===== src/design/bcs_pkg.sv =====
// Shared types and constants for the battery charger supervisor.
// Holds the sample, configuration and result records, fault codes and register indexes.
// No dependencies.
`timescale 1ns / 1ps

package bcs_pkg;

	// Fault codes reported with each result.
	typedef enum logic [1:0] {
		FLT_NONE = 2'd0,
		FLT_TEMP = 2'd1,
		FLT_TIME = 2'd2,
		FLT_FLOW = 2'd3
	} fault_t;

	// Configuration register indexes.
	localparam logic [2:0] REG_CONNECT_MIN = 3'd0;
	localparam logic [2:0] REG_TEMP_LIMIT  = 3'd1;
	localparam logic [2:0] REG_BAD_CONN    = 3'd2;
	localparam logic [2:0] REG_ROBOT_ON    = 3'd3;
	localparam logic [2:0] REG_ROBOT_OFF   = 3'd4;
	localparam logic [2:0] REG_CUTOFF_MIN  = 3'd5;
	localparam logic [2:0] REG_MAX_CHARGE  = 3'd6;

	// Register values after reset.
	localparam logic [15:0]        RST_CONNECT_MIN = 16'd5000;
	localparam logic signed [11:0] RST_TEMP_LIMIT  = 12'sd600;
	localparam logic [15:0]        RST_BAD_CONN    = 16'd30000;
	localparam logic [14:0]        RST_ROBOT_ON    = 15'd2000;
	localparam logic [14:0]        RST_ROBOT_OFF   = 15'd1000;
	localparam logic [14:0]        RST_CUTOFF_MIN  = 15'd500;
	localparam logic [31:0]        RST_MAX_CHARGE  = 32'd14400000;

	// Configuration registers as seen by the core.
	typedef struct packed {
		logic [15:0]        connect_min_mv;
		logic signed [11:0] temp_limit;
		logic [15:0]        bad_conn_mv;
		logic [14:0]        robot_on_ma;
		logic [14:0]        robot_off_ma;
		logic [14:0]        cutoff_min_ma;
		logic [31:0]        max_charge_ms;
	} cfg_t;

	// One sensor sample.
	typedef struct packed {
		logic [15:0]        voltage_mv;
		logic signed [15:0] current_ma;
		logic signed [11:0] temp_ambient;
		logic signed [11:0] temp_dc;
		logic signed [11:0] temp_pos;
		logic signed [11:0] temp_neg;
		logic [15:0]        elapsed_ms;
	} sample_t;

	// One result item.
	typedef struct packed {
		logic [2:0]  charge_state;
		fault_t      fault_code;
		logic        is_connected;
		logic        is_charging;
		logic        robot_powered;
		logic [31:0] charge_time_ms;
		logic [31:0] connect_time_ms;
	} result_t;

endpackage


===== src/design/battery_charger_supervisor.sv =====
// Top level of the battery charger supervisor: ports, configuration registers,
// input register and output handshake around the supervisor core.
// Depends on bcs_pkg and bcs_core.
//
//  Channel  Handshake                 Payload
//  in       in_valid / in_ready       voltage_mv, current_ma, temp_*, elapsed_ms
//  out      out_valid / out_ready     charge_state, fault_code, flags, timers
//  cfg      cfg_we                    cfg_index, cfg_wdata
//
// One sample per cycle sustained while out_ready is high; a result passes the input
// register, then the state/result register. The two form a two-stage flow; both advance
// together when the result slot is empty or being taken.
// Reset (arst_n low) clears the state and restores the register defaults.
// A stalled output holds its result while one more sample waits in the input register.
`timescale 1ns / 1ps

module battery_charger_supervisor
	import bcs_pkg::*;
(
	input  logic               clk,
	input  logic               arst_n,
	input  logic               in_valid,
	output logic               in_ready,
	input  logic [15:0]        voltage_mv,
	input  logic signed [15:0] current_ma,
	input  logic signed [11:0] temp_ambient,
	input  logic signed [11:0] temp_dc,
	input  logic signed [11:0] temp_pos,
	input  logic signed [11:0] temp_neg,
	input  logic [15:0]        elapsed_ms,
	output logic               out_valid,
	input  logic               out_ready,
	output logic [2:0]         charge_state,
	output logic [1:0]         fault_code,
	output logic               is_connected,
	output logic               is_charging,
	output logic               robot_powered,
	output logic [31:0]        charge_time_ms,
	output logic [31:0]        connect_time_ms,
	input  logic               cfg_we,
	input  logic [2:0]         cfg_index,
	input  logic [31:0]        cfg_wdata
);

	cfg_t    cfg_q;
	sample_t smp_s1;
	logic    valid_s1;
	logic    out_valid_q;
	logic    advance;
	result_t res;

	// Configuration registers; unknown indexes are ignored.
	always_ff @(posedge clk or negedge arst_n) begin
		if (!arst_n) begin
			cfg_q.connect_min_mv <= RST_CONNECT_MIN;
			cfg_q.temp_limit     <= RST_TEMP_LIMIT;
			cfg_q.bad_conn_mv    <= RST_BAD_CONN;
			cfg_q.robot_on_ma    <= RST_ROBOT_ON;
			cfg_q.robot_off_ma   <= RST_ROBOT_OFF;
			cfg_q.cutoff_min_ma  <= RST_CUTOFF_MIN;
			cfg_q.max_charge_ms  <= RST_MAX_CHARGE;
		end else if (cfg_we) begin
			unique case (cfg_index)
				REG_CONNECT_MIN: cfg_q.connect_min_mv <= cfg_wdata[15:0];
				REG_TEMP_LIMIT:  cfg_q.temp_limit     <= $signed(cfg_wdata[11:0]);
				REG_BAD_CONN:    cfg_q.bad_conn_mv    <= cfg_wdata[15:0];
				REG_ROBOT_ON:    cfg_q.robot_on_ma    <= cfg_wdata[14:0];
				REG_ROBOT_OFF:   cfg_q.robot_off_ma   <= cfg_wdata[14:0];
				REG_CUTOFF_MIN:  cfg_q.cutoff_min_ma  <= cfg_wdata[14:0];
				REG_MAX_CHARGE:  cfg_q.max_charge_ms  <= cfg_wdata;
				default: begin
				end
			endcase
		end
	end

	// Flow control: the core takes the held sample when the result slot frees up.
	assign advance  = valid_s1 && (!out_valid_q || out_ready);
	assign in_ready = !valid_s1 || advance;

	// Input register valid and result valid.
	always_ff @(posedge clk or negedge arst_n) begin
		if (!arst_n) begin
			valid_s1    <= 1'b0;
			out_valid_q <= 1'b0;
		end else begin
			if (in_ready) valid_s1 <= in_valid;
			if (advance) begin
				out_valid_q <= 1'b1;
			end else if (out_ready) begin
				out_valid_q <= 1'b0;
			end
		end
	end

	// Input payload register.
	always_ff @(posedge clk) begin
		if (in_valid && in_ready) begin
			smp_s1.voltage_mv   <= voltage_mv;
			smp_s1.current_ma   <= current_ma;
			smp_s1.temp_ambient <= temp_ambient;
			smp_s1.temp_dc      <= temp_dc;
			smp_s1.temp_pos     <= temp_pos;
			smp_s1.temp_neg     <= temp_neg;
			smp_s1.elapsed_ms   <= elapsed_ms;
		end
	end

	bcs_core u_core (
		.clk     (clk),
		.arst_n  (arst_n),
		.advance (advance),
		.smp     (smp_s1),
		.cfg     (cfg_q),
		.res     (res)
	);

	// Result ports.
	assign out_valid       = out_valid_q;
	assign charge_state    = res.charge_state;
	assign fault_code      = res.fault_code;
	assign is_connected    = res.is_connected;
	assign is_charging     = res.is_charging;
	assign robot_powered   = res.robot_powered;
	assign charge_time_ms  = res.charge_time_ms;
	assign connect_time_ms = res.connect_time_ms;

endmodule


===== src/design/bcs_core.sv =====
// Supervisor core: connection tracking, timers, fault checks and the charge state machine.
// The state registers are also the result register; they load once per transfer.
// Depends on bcs_pkg.
`timescale 1ns / 1ps

module bcs_core
	import bcs_pkg::*;
(
	input  logic    clk,
	input  logic    arst_n,
	input  logic    advance,
	input  sample_t smp,
	input  cfg_t    cfg,
	output result_t res
);

	typedef enum logic [2:0] {
		ST_STANDBY  = 3'd0,
		ST_CHECK    = 3'd1,
		ST_CHARGING = 3'd2,
		ST_CHARGED  = 3'd3,
		ST_ESTOP    = 3'd4,
		ST_BADCONN  = 3'd5
	} mode_t;

	mode_t       mode_q, mode_d, mode_base;
	logic        link_q, link_d;
	logic        robot_q, robot_d;
	fault_t      fault_q, fault_d;
	logic [31:0] charge_q, charge_d;
	logic [31:0] connect_q, connect_d, connect_base;
	logic [15:0] dt;
	logic        now_conn, too_hot, bad_conn, time_over;
	logic signed [16:0] cur_x, robot_on_x, robot_off_x, cutoff_x, thr_x;

	// Adds a 16-bit step to a 32-bit timer, holding at all ones on overflow.
	function automatic logic [31:0] sat_add(input logic [31:0] a, input logic [15:0] b);
		logic [32:0] s;
		s = {1'b0, a} + {17'd0, b};
		return s[32] ? 32'hFFFF_FFFF : s[31:0];
	endfunction

	// Threshold comparisons on the sample.
	always_comb begin
		now_conn = smp.voltage_mv > cfg.connect_min_mv;
		bad_conn = smp.voltage_mv > cfg.bad_conn_mv;
		too_hot  = (smp.temp_ambient > cfg.temp_limit) || (smp.temp_dc > cfg.temp_limit) ||
			(smp.temp_pos > cfg.temp_limit) || (smp.temp_neg > cfg.temp_limit);
		cur_x       = {smp.current_ma[15], smp.current_ma};
		robot_on_x  = $signed({2'b00, cfg.robot_on_ma});
		robot_off_x = $signed({2'b00, cfg.robot_off_ma});
		cutoff_x    = $signed({2'b00, cfg.cutoff_min_ma});
		thr_x       = robot_q ? robot_on_x : robot_off_x;
	end

	// Connection edges and timer updates, then the fault checks and the machine.
	always_comb begin
		link_d       = link_q;
		mode_base    = mode_q;
		connect_base = connect_q;
		dt           = smp.elapsed_ms;
		if (now_conn && !link_q) begin
			link_d       = 1'b1;
			connect_base = '0;
		end else if (!now_conn && link_q) begin
			link_d    = 1'b0;
			mode_base = ST_STANDBY;
			dt        = '0;
		end
		connect_d = link_d ? sat_add(connect_base, dt) : connect_base;
		charge_d  = (mode_base == ST_CHARGING) ? sat_add(charge_q, dt) : charge_q;
		time_over = charge_d > cfg.max_charge_ms;

		mode_d  = mode_base;
		fault_d = fault_q;
		robot_d = robot_q;
		priority if (too_hot) begin
			fault_d = FLT_TEMP;
			mode_d  = ST_ESTOP;
		end else if (time_over) begin
			fault_d = FLT_TIME;
			mode_d  = ST_ESTOP;
		end else if (bad_conn) begin
			fault_d = FLT_FLOW;
			mode_d  = ST_BADCONN;
		end else begin
			unique case (mode_base)
				ST_STANDBY: begin
					if (now_conn) mode_d = ST_CHECK;
				end
				ST_CHECK: begin
					if (now_conn) begin
						robot_d = cur_x > robot_on_x;
						mode_d  = ST_CHARGING;
					end else begin
						mode_d = ST_STANDBY;
					end
				end
				ST_CHARGING: begin
					if ((cur_x < thr_x) && (cur_x > cutoff_x)) mode_d = ST_CHARGED;
				end
				ST_CHARGED: begin
					if (!link_d) mode_d = ST_STANDBY;
				end
				ST_ESTOP: begin
					fault_d = FLT_NONE;
					mode_d  = ST_STANDBY;
				end
				ST_BADCONN: begin
					if (smp.voltage_mv < cfg.connect_min_mv) mode_d = ST_STANDBY;
				end
				default: begin
					mode_d = mode_base;
				end
			endcase
		end
	end

	// State registers, which double as the result register.
	always_ff @(posedge clk or negedge arst_n) begin
		if (!arst_n) begin
			mode_q    <= ST_STANDBY;
			link_q    <= 1'b0;
			robot_q   <= 1'b0;
			fault_q   <= FLT_NONE;
			charge_q  <= '0;
			connect_q <= '0;
		end else if (advance) begin
			mode_q    <= mode_d;
			link_q    <= link_d;
			robot_q   <= robot_d;
			fault_q   <= fault_d;
			charge_q  <= charge_d;
			connect_q <= connect_d;
		end
	end

	// Result fields straight from the state.
	always_comb begin
		res.charge_state    = mode_q;
		res.fault_code      = fault_q;
		res.is_connected    = link_q;
		res.is_charging     = (mode_q == ST_CHARGING);
		res.robot_powered   = robot_q;
		res.charge_time_ms  = charge_q;
		res.connect_time_ms = connect_q;
	end

`ifndef SYNTHESIS
	// Emergency stop always carries a temperature or charge time fault.
	a_estop_fault: assert property (@(posedge clk) disable iff (!arst_n)
		(mode_q == ST_ESTOP) |-> ((fault_q == FLT_TEMP) || (fault_q == FLT_TIME)))
		else $error("emergency stop without a matching fault code");

	// Charging only happens while the link is up.
	a_charge_link: assert property (@(posedge clk) disable iff (!arst_n)
		(mode_q == ST_CHARGING) |-> link_q)
		else $error("charging state with link down");

	// The charge timer never goes backward.
	a_charge_mono: assert property (@(posedge clk) disable iff (!arst_n)
		advance |=> (charge_q >= $past(charge_q)))
		else $error("charge timer decreased");

	// Without a transfer the state holds.
	a_hold: assert property (@(posedge clk) disable iff (!arst_n)
		!advance |=> ($stable(mode_q) && $stable(charge_q) && $stable(connect_q)
			&& $stable(fault_q)))
		else $error("state changed without a transfer");
`endif

endmodule

===== config.mk =====
export PLATFORM = sky130hd
export DESIGN_NAME = battery_charger_supervisor
export DESIGN_NICKNAME = d
export VERILOG_FILES = /design/src/design/bcs_pkg.sv /design/src/design/battery_charger_supervisor.sv /design/src/design/bcs_core.sv
export SDC_FILE = /design/constraint.sdc
export NUM_CORES = 1
export LEC_CHECK = 0
export ABC_AREA = 1
export BUFFER_PORTS_ARGS = -buffer_cell sky130_fd_sc_hd__buf_2
export CORE_MARGIN = 2
export CORE_UTILIZATION = 55
export CTS_BUF_LIST = sky130_fd_sc_hd__clkbuf_8
export CTS_CLUSTER_DIAMETER = 120
export DETAILED_ROUTE_END_ITERATION = 6
export PLACE_DENSITY = 0.78
export RECOVER_POWER = 25
export SLEW_MARGIN = 5
export SYNTH_ARGS = -nofsm -noshare
export SYNTH_HDL_FRONTEND = slang
export SYNTH_SLANG_ARGS = --single-unit
export TNS_END_PERCENT = 10

===== constraint.sdc =====
create_clock -name clk -period 6.3 [get_ports clk]
set_input_delay 0.315 -clock clk [delete_from_list [all_inputs] [get_ports clk]]
set_output_delay 0.315 -clock clk [all_outputs]
set_load 0.03 [all_outputs]

Word level (Yosys, flattened, before mapping)
Cells that the tools add are included.
{"block": "totals", "ff_bits": 290, "output_inout_bits": 74, "wordCells": 104}
{"block": "classes", "addsub": 2, "magnitude_cmp": 11, "eq_ne": 12, "muxes": 27, "n_bitwise": 3, "reduce_logical": 27}
{"cell": "$mux W32", "count": 5}
{"cell": "$add A32 B16 Y33", "count": 2}
{"cell": "$gt A16 B16 Y1", "count": 4}
{"cell": "$gt A12 B12 Y1", "count": 4}
{"cell": "$gt A32 B32 Y1", "count": 1}
{"cell": "$lt A16 B16 Y1", "count": 2}
{"cell": "$mux W16", "count": 2}
{"cell": "$mux W3", "count": 9}
{"cell": "$pmux W3 S6", "count": 1}
{"cell": "$reduce_and A2 Y1", "count": 8}
{"cell": "$eq A3 B2 Y1 const B", "count": 5}
{"cell": "$eq A3 B3 Y1 const B", "count": 5}
{"cell": "$mux W15", "count": 1}
{"cell": "$mux W2", "count": 5}
{"cell": "$eq A3 B1 Y1 const B", "count": 2}
{"cell": "$logic_not A3 Y1", "count": 2}
{"cell": "$reduce_and A6 Y1", "count": 1}
{"cell": "$logic_and A1 B1 Y1", "count": 5}
{"cell": "$logic_or A1 B1 Y1", "count": 5}
{"cell": "$logic_not A1 Y1", "count": 4}
{"cell": "$mux W1", "count": 4}
{"cell": "$reduce_bool A4 Y1", "count": 1}
{"cell": "$not A1 Y1", "count": 3}
{"cell": "$reduce_bool A2 Y1", "count": 1}

Longest topological paths before layout
Gate-level depths: netlist of the first run.
{"block": "logic_depth", "word_depth": 11, "ltp_mapped": 47}

Hierarchy
A second synthesis of the first run with hierarchy kept.
{"block": "hier_totals", "hier_cells": 2199, "hier_area_um2": 17893.4}
{"module": "bcs_core", "instances": 1, "cells_per_inst": 1558, "area_per_inst_um2": 10191.0, "seq_area_each_um2": 1776.7}
{"module": "battery_charger_supervisor", "instances": 1, "cells_per_inst": 641, "area_per_inst_um2": 7702.4, "seq_area_each_um2": 6017.0}

Worst setup path after synthesis of the first run
OpenSTA, ideal clock, no wires.
{"block": "synth_timing", "kind": "reg-to-reg", "startpoint": "register cfg_q[112] (netlist name)", "endpoint": "register u_core.fault_q[0]", "setup_ns": 0.065, "t_arrival_ns": 5.195, "required_ns": 6.235, "path_slack_ns": 1.039, "stages_incl_launch_ff": 45, "n_path_buf": 2, "cell_sequence": "dfstp_2 inv_1 ha_1 nand2_1 nor2_1 nand2_1 nand2_1 nand2_1 nand2_2 nand2_4 nand2_4 clkinv_1 clkbuf_1 nor2_1 ha_1 inv_1 fa_1 nand3b_1 [... 9 more ...] inv_4 buf_12 o22ai_2 inv_1 ha_1 a21oi_1 o21ai_0 nand2_1 o211ai_1 nand2_1 nand4_1 nand2_1 nand2_1 inv_1 nand3_1 nand2_1 nand2_1 nand2_1"}
{"block": "synth_via", "elab_chain_len": 11}
{"item": "from (decl)", "line": "battery_charger_supervisor.sv:45", "rtl": "cfg_t cfg_q;"}
{"item": "$gt A16 B16 Y1 (*)", "line": "bcs_core.sv:45", "rtl": "now_conn = smp.voltage_mv > cfg.connect_min_mv;"}
{"item": "$logic_not A1 Y1", "line": "bcs_core.sv:65", "rtl": "end else if (!now_conn && link_q) begin"}
{"item": "$logic_and A1 B1 Y1", "line": "bcs_core.sv:65"}
{"item": "$mux W16", "line": "bcs_core.sv:65"}
{"item": "$mux W16", "line": "bcs_core.sv:62", "rtl": "if (now_conn && !link_q) begin"}
{"item": "$add A32 B16 Y33", "line": "bcs_core.sv:39", "rtl": "s = {1'b0, a} + {17'd0, b};"}
{"item": "$mux W32", "line": "bcs_core.sv:40", "rtl": "return s[32] ? 32'hFFFF_FFFF : s[31:0];"}
{"item": "$mux W32 (*)", "line": "bcs_core.sv:71", "rtl": "charge_d = (mode_base == ST_CHARGING) ? sat_add(charge_q, dt) : charge_q;"}
{"item": "net u_core.charge_d[11]", "line": "bcs_core.sv:30", "rtl": "logic [31:0] charge_q, charge_d;"}
{"item": "$gt A32 B32 Y1 (*)", "line": "bcs_core.sv:72", "rtl": "time_over = charge_d > cfg.max_charge_ms;"}
{"item": "$reduce_bool A4 Y1 (no source line) / $mux W2 (equally long branches)"}
{"item": "$reduce_and A2 Y1 (no source line) / $mux W2 (equally long branches)"}
{"item": "to (signal assigned)", "line": "bcs_core.sv:132", "rtl": "fault_q <= fault_d;"}
{"item": "to (decl)", "line": "bcs_core.sv:29", "rtl": "fault_t fault_q, fault_d;"}
Mark *: on every way through the listed nets, which the timed path passes. The rest lies on a longest branch.
A chain may end at the register's enable or synchronous reset.

Worst setup path after layout of the first run
Same ends and word-level chain as after synthesis.

==> out/metrics.yaml, run 1 <==
status:
  outcome: "finished with violations"
  violations: "max-capacitance violations, max-slew violations"
cts:
  htreeDepth: 2
  clockBufferDepth: 3
  cts_root_buf: "clkbuf_8"
  clk_latency_ns: 0.61
  clkSinkCount: 290
  cts_tree: "yes"
  cts_buffers: 50
  clk_pin_slew_worst_paths_ns: 0.06
setup_path:
  cp.depth: 40
  slowest_stage: "dfstp_2"
  worstPathRequired_ns: 6.79
  critPathMaxStageDelay_ns: 0.53
  r2r_start: "cfg_q[112]"
  crit_family: "simple AND/OR/NAND/NOR gates"
  worst_setup_path_end_kind: "flip-flop"
  startpoint: "cfg_q[112]"
  rr_endpoint: "u_core.fault_q[0]"
  worstSetupEndpoint: "u_core.fault_q[0]"
  critPathKind: "flip-flop to flip-flop"
  worstPathArrival_ns: 6.31
  crit_top_cell: "nand2_1"
  crit_buf_inv: 9
  reg2reg_slack_ns: 0.47
  cp-start-kind: "flip-flop"
  worstPathMaxFanout: 14
  ff2ff_path_depth: 40
floorplan:
  ioPinCount: 210
  die_y_um: 183
  core_area_mm2: 0.0316
  die-area_mm2: 0.0334
  start_util_pct: 55.8
  die_w_um: 183
  rows: 65
logic_synthesis:
  yosysSeqAreaShare_pct: 44.3
  synth.area.top_cells: "dfrtp_1 21%, edfxtp_1 16%, ha_1 13%, nand2_1 9.5%, dfstp_2 6.7%"
  synth_top_area_share_pct: 21.2
  synth.most_common_cell: "nand2_1"
  synth-warning-count: 0
  synth_cell_type_count: 57
  synthTopCellsByCount: "446 x nand2_1, 297 x inv_1, 188 x ha_1, 188 x o21ai_0, 149 x dfrtp_1"
  yosysTopAreaCell: "dfrtp_1"
  synthCells: 2057
  synthesis.area_mm2: 0.0176
  syn_avg_cell_area_um2: 8.56
  ys_ff_latch: 290
  async_reset_ff_share_pct: 66.9
  synth_edf_count: 96
  syn-num-nets: 2383
  ys.flop_type: "dfrtp_1"
routing:
  num_vias: 15388
  ant_nets: 0
  avgRoutedWirePerCell_um: 17.0
  drt_iter0_drc: 1028
  vias_per_cell: 5.43
  dr.pass1.iters: 5
  drt-total-wl_um: 48100
  drc: 0
timing:
  skew_ns: 0.0442
  fmax_mhz: 172
  worst_pin_slew_ns: 2.98
  hold_violations: 0
  final_max_slew_viol_count: 118
  slew_headroom_pct: -99.0
  min_period_ns: 5.83
  setup_viol_count_final: 0
  finalCritPeriodShare_pct: 92.5
  holdWs_ns: 0.0163
  rsz0062_at_grt: "no"
finish:
  antenna_cells: 0
  area_growth_pct: 20.1
  fin_nets: 2716
  drive_above_1_share_pct: 15.8
  utilization_pct: 67.0
  nFillCells: 2596
power_and_ir_drop:
  ir_worst_vdd_v: 0.000224
  p_leak_nw: 10.5
  powerDensity_mw_per_mm2: 332
global_route:
  grt_pass1_wl_um: 77900
  grt_max_degree: 118
  grt_overflow: 0
  grt_antenna_before_repair: 0
  grt_pass1_vias: 15404
  grt.total_usage_pct: 29.1
place:
  portBuffers: 209
  dp_hpwl_um: 33700
  place.gp.congestion: 0.904
job:
  drv_cap: 1
min_path:
  hp-class: "primary input to flip-flop"
-- layer usage --
layer,share of wire (%),GRT usage [%]
met1,43,38.6
met3,6.4,4.17
met2,47,49.1
met4,3.5,10.3
met5,0,0
-- per-stage QoR --
stage / cell area, µm² / std cells / total power [mW] / worst slack [ns] / setup TNS (ns)
global placement: 19000 / 2625 / 5.09 / -0.0583 / -0.119
floorplan: 17600 / 2057 / 4.45 / 1.04 / 0
CTS: 21100 / 2832 / 6.99 / 0.140 / 0
finish: 21100 / 2833 / 7.01 / 0.474 / 0
detailed placement: 19000 / 2625 / 5.17 / -0.253 / -0.955
global route: 21100 / 2833 / 7.50 / 0.0228 / 0
-- cell usage in the layout, fill, tap and decap left out, types with 7 or more instances in the layout --
master / instances
clkbuf_8: 55
a21oi_1: 129
xnor2_1: 13
nand4_1: 37
nor2_1: 144
xor2_1: 25
clkinv_1: 8
nor3_1: 12
o211ai_1: 9
clkinv_2: 11
dlygate4sd3_1: 114
o21ai_1: 14
dfstp_2: 45
clkbuf_1: 18
ha_1: 188
o21a_1: 7
o21ai_0: 187
o22ai_1: 8
nand3_1: 73
nor4_1: 8
nand2_1: 444
nor2_2: 12
or2_2: 8
inv_1: 310
o22ai_2: 10
o22a_1: 12
dfrtp_1: 149
buf_2: 188
nand2_2: 7
edfxtp_1: 96
-- area by class of cell --
type | instances | area, µm² | share of cell area, %
Multi-Input combinational cell | 1414 | 8460 | 40.0
Sequential cell | 290 | 7790 | 36.9
Timing Repair Buffer | 329 | 2210 | 10.5
Inverter | 305 | 1150 | 5.46
Clock buffer | 55 | 757 | 3.58
Tap cell | 402 | 503 | 2.38
Clock inverter | 38 | 263 | 1.24
-- registers in the layout, summed over array words and instances (netlist names) --
register	cells
u_core.connect_q	32
u_core.link_q	1
smp_s1	96
out_valid	1
u_core.fault_q	2
u_core.robot_q	1
cfg_q	121
u_core.mode_q	3
valid_s1	1
u_core.charge_q	32
-- kinds of logic (layout without fill, tap and decap cells) --
logic type | Yosys count | count (layout) | synth area share (%)
simple gates | 772 | 772 | 19.0
buf+inv | 353 | 727 | 7.89
flops | 290 | 290 | 44.3
xor+xnor | 38 | 38 | 1.89
compound gates | 414 | 414 | 13.4
fa+ha+maj | 190 | 190 | 13.6
-- tightest hold or removal path: stages --
cell and delay [ns]:
buf_2 0.12, inv_1 0.08, o21ai_0 0.09
-- what timing repair did --
| action | in CTS | in global routing |
|---|---|---|
| hold buffers | 114 | 0 |
| hold endpoints to repair | 212 | 0 |
| buffers inserted | 0 | 1 |
| endpoints found under the setup margin | 6 | 6 |
| pin swaps | 0 | 2 |
| resized for setup | 3 | 11 |
-- report_power, final --
part / leakage, nW / switching (mW) / total (mW) / internal (mW)
registers: 3.25 / 0.286 / 2.63 / 2.34
clock network: 0.582 / 0.826 / 1.76 / 0.937
logic: 6.62 / 1.69 / 2.62 / 0.935
total: 10.5 / 2.80 / 7.01 / 4.21
-- worst min path at each step --
stage,startpoint,slack (ns),cells after the start,endpoint
2_1_floorplan,arst_n,0.02,0,cfg_q[0]
3_3_place_gp,cfg_q[58],0.46,2,cfg_q[58]
3_5_place_dp,u_core.fault_q[1],0.46,2,u_core.fault_q[1]
4_1_cts,cfg_wdata[24],0.0002,3,cfg_q[24]
5_1_grt,cfg_wdata[24],0.007,3,cfg_q[24]
6_report,cfg_wdata[15],0.02,3,cfg_q[15]
(Power assumes the default switching activity.)
==> run 2: changes to the inputs <==
- ABC_AREA: 1 -> 0
==> run 2 against run 1 <==
Effect of this change:
- the run still ends with max-capacitance violations, max-slew violations left
- power shrank 6.6%
- clock power about the same
- count of clock-buffer cells in the layout is 2 higher
- first-iteration DRC count up 10%
- sequential share of layout area down 0.57 points
==> out/metrics.yaml, run 2 <==
setup_path:
  worstPathRequired_ns: 6.78  # about the same
  slowest_stage: "or4b_4"
  crit_buf_inv: 4  # -5
  cp-start-kind: "flip-flop"
  crit_family: "simple AND/OR/NAND/NOR gates"
  critPathKind: "flip-flop to flip-flop"
  worst_setup_path_end_kind: "flip-flop"
  worstPathArrival_ns: 6.73  # +0.42 ns
  critPathMaxStageDelay_ns: 0.56  # +0.03 ns
  worstPathMaxFanout: 5  # -9
cts:
  clkSinkCount: 290  # unchanged
  cts_buffers: 49  # -2.0%
  cts_root_buf: "clkbuf_8"
  cts_tree: "yes"
  htreeDepth: 2  # unchanged
  clk_pin_slew_worst_paths_ns: 0.06  # about the same
  clockBufferDepth: 3  # unchanged
  clk_latency_ns: 0.60  # about the same
finish:
  antenna_cells: 0  # unchanged
  fin_nets: 2341  # -14%
  largest-register: "cfg_q"
  top_regs: "cfg_q x121, smp_s1 x96"
  largest_reg_flops: 121  # unchanged
  layout_commonest_cell: "buf_2"
  drive_above_1_share_pct: 25.6  # +9.8 points
  area_growth_pct: 24.7
  layout_common_cells: "191 x buf_2, 177 x ha_1, 149 x dfrtp_1"
timing:
  rsz0062_at_grt: "yes"
  skew_ns: 0.0277  # -0.0165 ns
  worst_pin_slew_ns: 4.29  # +1.31 ns
  fmax_mhz: 160  # -6.7%
  hold_violations: 0  # unchanged
  finalCritPeriodShare_pct: 99.1  # +6.7 points
  final_max_slew_viol_count: 81  # -31%
  slew_headroom_pct: -186  # -87 points
  min_period_ns: 6.25  # +0.420 ns
  holdWs_ns: 0.0184  # +0.00211 ns
  setup_viol_count_final: 0  # unchanged
routing:
  num_vias: 14530  # -5.6%
  dr.pass1.iters: 6  # +1
  ant_nets: 0  # unchanged
  drc: 0  # unchanged
  drt-total-wl_um: 47800  # -0.70%
  drt_iter0_drc: 1134  # +10%
  avgRoutedWirePerCell_um: 19.5  # +15%
  vias_per_cell: 5.93  # +9.1%
power_and_ir_drop:
  power.total_mw: 6.54  # -6.6%
  ir_worst_vdd_v: 0.000192  # -14%
  powerDensity_mw_per_mm2: 305  # -8.1%
  p_leak_nw: 9.65  # -7.7%
floorplan:
  start_util_pct: 56.0  # +0.23 points
  core_area_mm2: 0.0307  # -2.6%
  die_w_um: 181  # -1.1%
  rows: 64  # -1.5%
  die_y_um: 181  # -1.1%
  die-area_mm2: 0.0327  # -2.1%
  ioPinCount: 210  # unchanged
global_route:
  grt_max_degree: 81  # -31%
  met2_usage_pct: 49.7  # +0.64 points
  grt_pass1_wl_um: 75600  # -3.0%
  grtUsageMet1_pct: 36.5  # -2.2 points
  grt-busiest-layer: "met2"
  grt.total_usage_pct: 28.7  # -0.40 points
  grt_antenna_before_repair: 0  # unchanged
  use_met3_pct: 5.18  # +1.0 points
  grt_pass1_vias: 14636  # -5.0%
  grt_overflow: 0  # unchanged
place:
  portBuffers: 209  # unchanged
  place.gp.congestion: 0.925  # +2.3%
  dp_hpwl_um: 33200  # -1.4%
logic_synthesis:
  synth-warning-count: 0  # unchanged
  synthTopCellsByCount: "188 x ha_1, 149 x dfrtp_1, 128 x inv_1"
  synth.area.top_cells: "dfrtp_1 22%, edfxtp_1 17%, ha_1 14%, dfstp_2 6.9%, mux2_2 5.2%"
  syn-num-nets: 1962  # -18%
  synth_edf_count: 96  # unchanged
  synth.most_common_cell: "ha_1"
  yosysTopAreaCell: "dfrtp_1"
  synthCells: 1636  # -20%
  yosysSeqAreaShare_pct: 45.3  # +0.97 points
  syn_avg_cell_area_um2: 10.5  # +23%
  async_reset_ff_share_pct: 66.9  # unchanged
  ys_ff_latch: 290  # unchanged
  synth_cell_type_count: 88  # +54%
  ys.flop_type: "dfrtp_1"
  synthesis.area_mm2: 0.0172  # -2.1%
  synth_top_area_share_pct: 21.7  # +0.46 points
status:
  violations: "max-capacitance violations, max-slew violations"
  outcome: "finished with violations"
job:
  drv_cap: 1  # unchanged
min_path:
  hp-class: "primary input to flip-flop"
run 2: cell count changes after synthesis, moves of 45 or more:
cell	delta
nand2_1	-349
nor2_1	-45
a31oi_1	+60
mux2_2	+80
inv_1	-169
o21ai_0	-94
run 2: kinds of logic after synthesis:
group | synth area share [%]
adders and majority gates | 13.9
buffers and inverters | 4.37
muxes | 6.17
DFF | 45.3
AOI/OAI and AO/OA | 16.6
and+or+nand+nor | 12.4
xor gates and xnor gates | 1.32
run 2: report_power, final:
| part | internal [mW] | total [mW] | switching, mW | leakage (nW) |
|---|---|---|---|---|
| Combinational | 0.973 | 2.31 | 1.34 | 5.80 |
| Sequential | 2.29 | 2.47 | 0.180 | 3.25 |
| Clock | 0.957 | 1.76 | 0.801 | 0.601 |
run 2: path summary, 6_finish.rpt:
kind                               from             end  slack, ns  cells after the start
max                          cfg_q[114]  u_core.robot_q       0.05                     29
min                        cfg_wdata[5]       cfg_q[82]       0.02                      3
max reg2reg                  cfg_q[114]  u_core.robot_q       0.05                     29
min reg2reg                   cfg_q[29]       cfg_q[29]       0.50                      1
max in group asynchronous        arst_n        cfg_q[7]       1.93                      3
min in group asynchronous        arst_n       cfg_q[25]       1.80                      2
run 2: cell type report:
class                      count  area (µm²)
sequential                   290        7790
clock inverter                34         244
clock buffer                  57         785
tap                          396         495
fill                        2273        9280
multi-input combinational   1160        9010
inverter                     128         480
timing repair buffer         386        2660
run 2: worst reg2reg max path: cells and delay by family, from the launching register on:
| family | cells | cell delay (ns) |
|---|---|---|
| AO/OA/AOI/OAI | 12 | 1.63 |
| adder cells (fa/ha/maj) | 3 | 0.80 |
| buffers and inverters | 4 | 0.54 |
| flip-flops | 1 | 0.52 |
| multiplexers | 1 | 0.31 |
| AND/OR/NAND/NOR | 9 | 2.35 |
run 2: repair_timing:
action                                  in CTS  in global routing
pin swaps                                    5                 35
cloned                                       0                  2
buffers inserted                             7                 10
hold buffers                               116                  0
hold endpoints to repair                   180                  0
endpoints found under the setup margin       6                  6
resized for setup                           12                 52
run 2: layer usage:
layer  vias up  wire length (µm)
met2       594             22900
li1       6826                 -
met3       128              3260
met1      6982             20100
met5         -                 0
met4         0              1500
run 2: per-stage QoR:
step	area [µm²]	worst slack (ns)	utilization (%)	cells	setup TNS [ns]
after floorplan	17200	0.0130	-	1636	0
after global placement	18800	0.0205	61.3	2225	0
after detailed placement	18800	-0.130	61.3	2225	-0.382
after CTS	21100	0.0110	68.7	2439	0
after global routing	21500	-0.211	69.8	2451	-1.13
final	21500	0.0543	69.8	2451	0
==> run 3: changes to the inputs <==
- ABC_AREA: 0 -> 1
- PLACE_DENSITY: 0.78 -> 0.81
- clock period: 6.3 -> 5.1 ns (I/O delays scaled with it)
==> run 3 against run 2 <==
Effect of this change:
- critical path depth up 10
- the flow finishes with violations (max-capacitance violations, max-slew violations, negative setup slack)
- global-route usage increased by 1.7 points
- cell count up 20%
- wire length rose by 7.6%
- die area rose by 2.1%
- sequential share of layout area is 2.1 points lower
==> out/metrics.yaml, run 3 (synthesized netlist as in run 1, its figures left out) <==
finish:
  area_growth_pct: 29.3
  drive_above_1_share_pct: 22.6  # -3.0 points
  top_regs: "cfg_q x121, smp_s1 x96"
  layout_commonest_cell: "nand2_1"
  design_area_mm2: 0.0228  # +6.0%
  antenna_cells: 0  # unchanged
  fin_nets: 2835  # +21%
  largest-register: "cfg_q"
  fin_cells: 2953  # +20%
  largest_reg_flops: 121  # unchanged
  layout_common_cells: "432 x nand2_1, 296 x inv_1, 178 x o21ai_0"
floorplan:
  die-area_mm2: 0.0334  # +2.1%
  start_util_pct: 55.8  # -0.23 points
  ioPinCount: 210  # unchanged
  core_area_mm2: 0.0316  # +2.6%
  die_y_um: 183  # +1.1%
  rows: 65  # +1.6%
  die_w_um: 183  # +1.1%
setup_path:
  critPathKind: "flip-flop to flip-flop"
  critPathMaxStageDelay_ns: 0.50  # -0.06 ns
  crit_top_cell: "nand2_1"
  worstPathMaxFanout: 8  # +3
  ff2ff_path_depth: 39  # +34%
  r2r_start: "smp_s1[81]"
  slowest_stage: "edfxtp_1"
  reg2reg_slack_ns: -0.36  # -0.41 ns
  worstPathRequired_ns: 5.60  # -1.18 ns
  rr_endpoint: "u_core.robot_q"
  worstPathArrival_ns: 5.96  # -0.77 ns
  cp-start-kind: "flip-flop"
  worst_setup_path_end_kind: "flip-flop"
power_and_ir_drop:
  p_leak_nw: 11.1  # +15%
  switchingPower_mw: 3.59  # +55%
  p_int_mw: 5.52  # +31%
  ir_worst_vdd_v: 0.000259  # +35%
  power.total_mw: 9.12  # +39%
  powerDensity_mw_per_mm2: 401  # +31%
  pwr-share-clk_pct: 25.3  # -1.6 points
  p_sw_share_pct: 39.4  # +3.9 points
  p_seq_share_pct: 35.6  # -2.2 points
  comb_power_share_pct: 39.1  # +3.7 points
place:
  post-place-ws_ns: -0.720  # -0.590 ns
  placed_area_mm2: 0.0196  # +4.1%
  place.gp.congestion: 0.943  # +1.9%
  dpl.cell_count: 2712  # +22%
  portBuffers: 209  # unchanged
  dp_hpwl_um: 34100  # +2.7%
status:
  violations: "max-capacitance violations, max-slew violations, negative setup slack"
  outcome: "finished with violations"
global_route:
  grt_max_degree: 86  # +6.2%
  grt.total_usage_pct: 30.5  # +1.7 points
  grt_antenna_before_repair: 0  # unchanged
  grt_pass1_wl_um: 81000  # +7.1%
  grt_overflow: 0  # unchanged
  grt_pass1_vias: 16195  # +11%
routing:
  avgRoutedWirePerCell_um: 17.4  # -11%
  drt_iter0_drc: 1269  # +12%
  ant_nets: 0  # unchanged
  dr.pass1.iters: 5  # -1
  num_vias: 16195  # +11%
  drt-total-wl_um: 51400  # +7.6%
  vias_per_cell: 5.48  # -7.5%
  drc: 0  # unchanged
min_path:
  min_path_cells: 3  # unchanged
  holdCritStartpoint: "cfg_wdata[14]"
  hp-class: "primary input to flip-flop"
  min_to: "cfg_q[61]"
cts:
  clkSinkCount: 290  # unchanged
  clockBufferDepth: 3  # unchanged
  clk_pin_slew_worst_paths_ns: 0.06  # about the same
  cts_tree: "yes"
  cts_buffers: 50  # +2.0%
  htreeDepth: 2  # unchanged
  clk_latency_ns: 0.63  # +0.03 ns
  cts_root_buf: "clkbuf_8"
timing:
  skew_ns: 0.0485  # +0.0208 ns
  setup_viol_count_final: 6  # +6
  worst_pin_slew_ns: 4.57  # +0.278 ns
  min_period_ns: 5.46  # -0.788 ns
  setup_slack_ns: -0.357  # -0.412 ns
  slew_headroom_pct: -205  # -19 points
  final_max_slew_viol_count: 86  # +6.2%
  hold_violations: 0  # unchanged
  finalCritPeriodShare_pct: 107  # +7.9 points
  holdWs_ns: 0.0396  # +0.0212 ns
  rsz0062_at_grt: "yes"
  fmax_mhz: 183  # +14%
job:
  drv_cap: 1  # unchanged
==> run 3: cell count changes in the layout (fill, tap and decap cells not counted), sizes merged, moves of 18 or more <==
cell / before / now
a21o: 27 / 6
a21oi: 112 / 130
a31oi: 67 / 6
and2: 43 / 3
and3: 23 / 1
buf: 249 / 296
clkbuf: 78 / 103
inv: 147 / 318
mux2: 81 / 0
nand2: 98 / 455
nand3: 33 / 80
nor2: 102 / 160
o21ai: 114 / 205
==> run 3: cell type report <==
class / count / area [µm²]
Tap cell: 402 / 503
Timing Repair inverter: 1 / 8.76
Inverter: 305 / 1170
Fill cell: 2357 / 8790
Clock inverter: 25 / 156
Timing Repair Buffer: 447 / 3110
Multi-Input combinational cell: 1414 / 9070
Clock buffer: 69 / 950
Sequential cell: 290 / 7790
==> run 3: timing repair <==
item	in CTS	in global routing
hold buffers	117	0
setup endpoints to repair	6	6
setup buffers	24	5
gates cloned	1	0
endpoints found under the hold margin	168	0
pin swaps	44	44
gates resized for setup	85	56
==> run 3: worst max-delay path by stage <==
stage	slack [ns]	start	end	cells after the start
final	-0.36	smp_s1[81]	u_core.robot_q	39
after global routing	-0.63	cfg_q[108]	u_core.fault_q[0]	42
after CTS	-0.11	cfg_q[114]	u_core.fault_q[0]	39
after detailed placement	-0.72	cfg_q[114]	u_core.fault_q[0]	39
after global placement	-0.59	cfg_q[108]	u_core.fault_q[0]	42
after floorplan	0.02	cfg_q[112]	u_core.fault_q[0]	44
==> run 3: metrics by stage <==
step,util (%),TNS [ns]
after floorplan,-,0
after global placement,62.2,-3.02
after detailed placement,62.2,-3.81
after CTS,71.3,-0.400
after global routing,72.1,-19.30
final,72.1,-1.81
==> run 3: critical path, delay by kind of cell (launching register included) <==
family | cells | cell delay (ns)
compound gates | 3 | 0.37
fa+ha+maj | 3 | 0.83
buf+inv | 7 | 0.83
flops | 1 | 0.50
simple gates | 26 | 2.74
==> run 3: metal layers <==
| metal | global-route usage [%] | wire [µm] | vias up |
|---|---|---|---|
| met5 | 0 | 0 | - |
| met4 | 12.6 | 2050 | 0 |
| met3 | 5.62 | 3580 | 142 |
| met2 | 52.8 | 25100 | 632 |
| met1 | 37.6 | 20800 | 7636 |
| li1 | - | - | 7785 |
==> run 3: power groups by stage <==
| stage | combinational [mW] | clock, mW | sequential [mW] |
|---|---|---|---|
| finish | 3.57 | 2.31 | 3.24 |
| global route | 3.98 | 2.44 | 3.29 |
| CTS | 3.46 | 2.32 | 3.23 |
| detailed placement | 3.24 | 0 | 3.27 |
| global placement | 3.13 | 0 | 3.25 |
| floorplan | 1.98 | 0 | 3.52 |
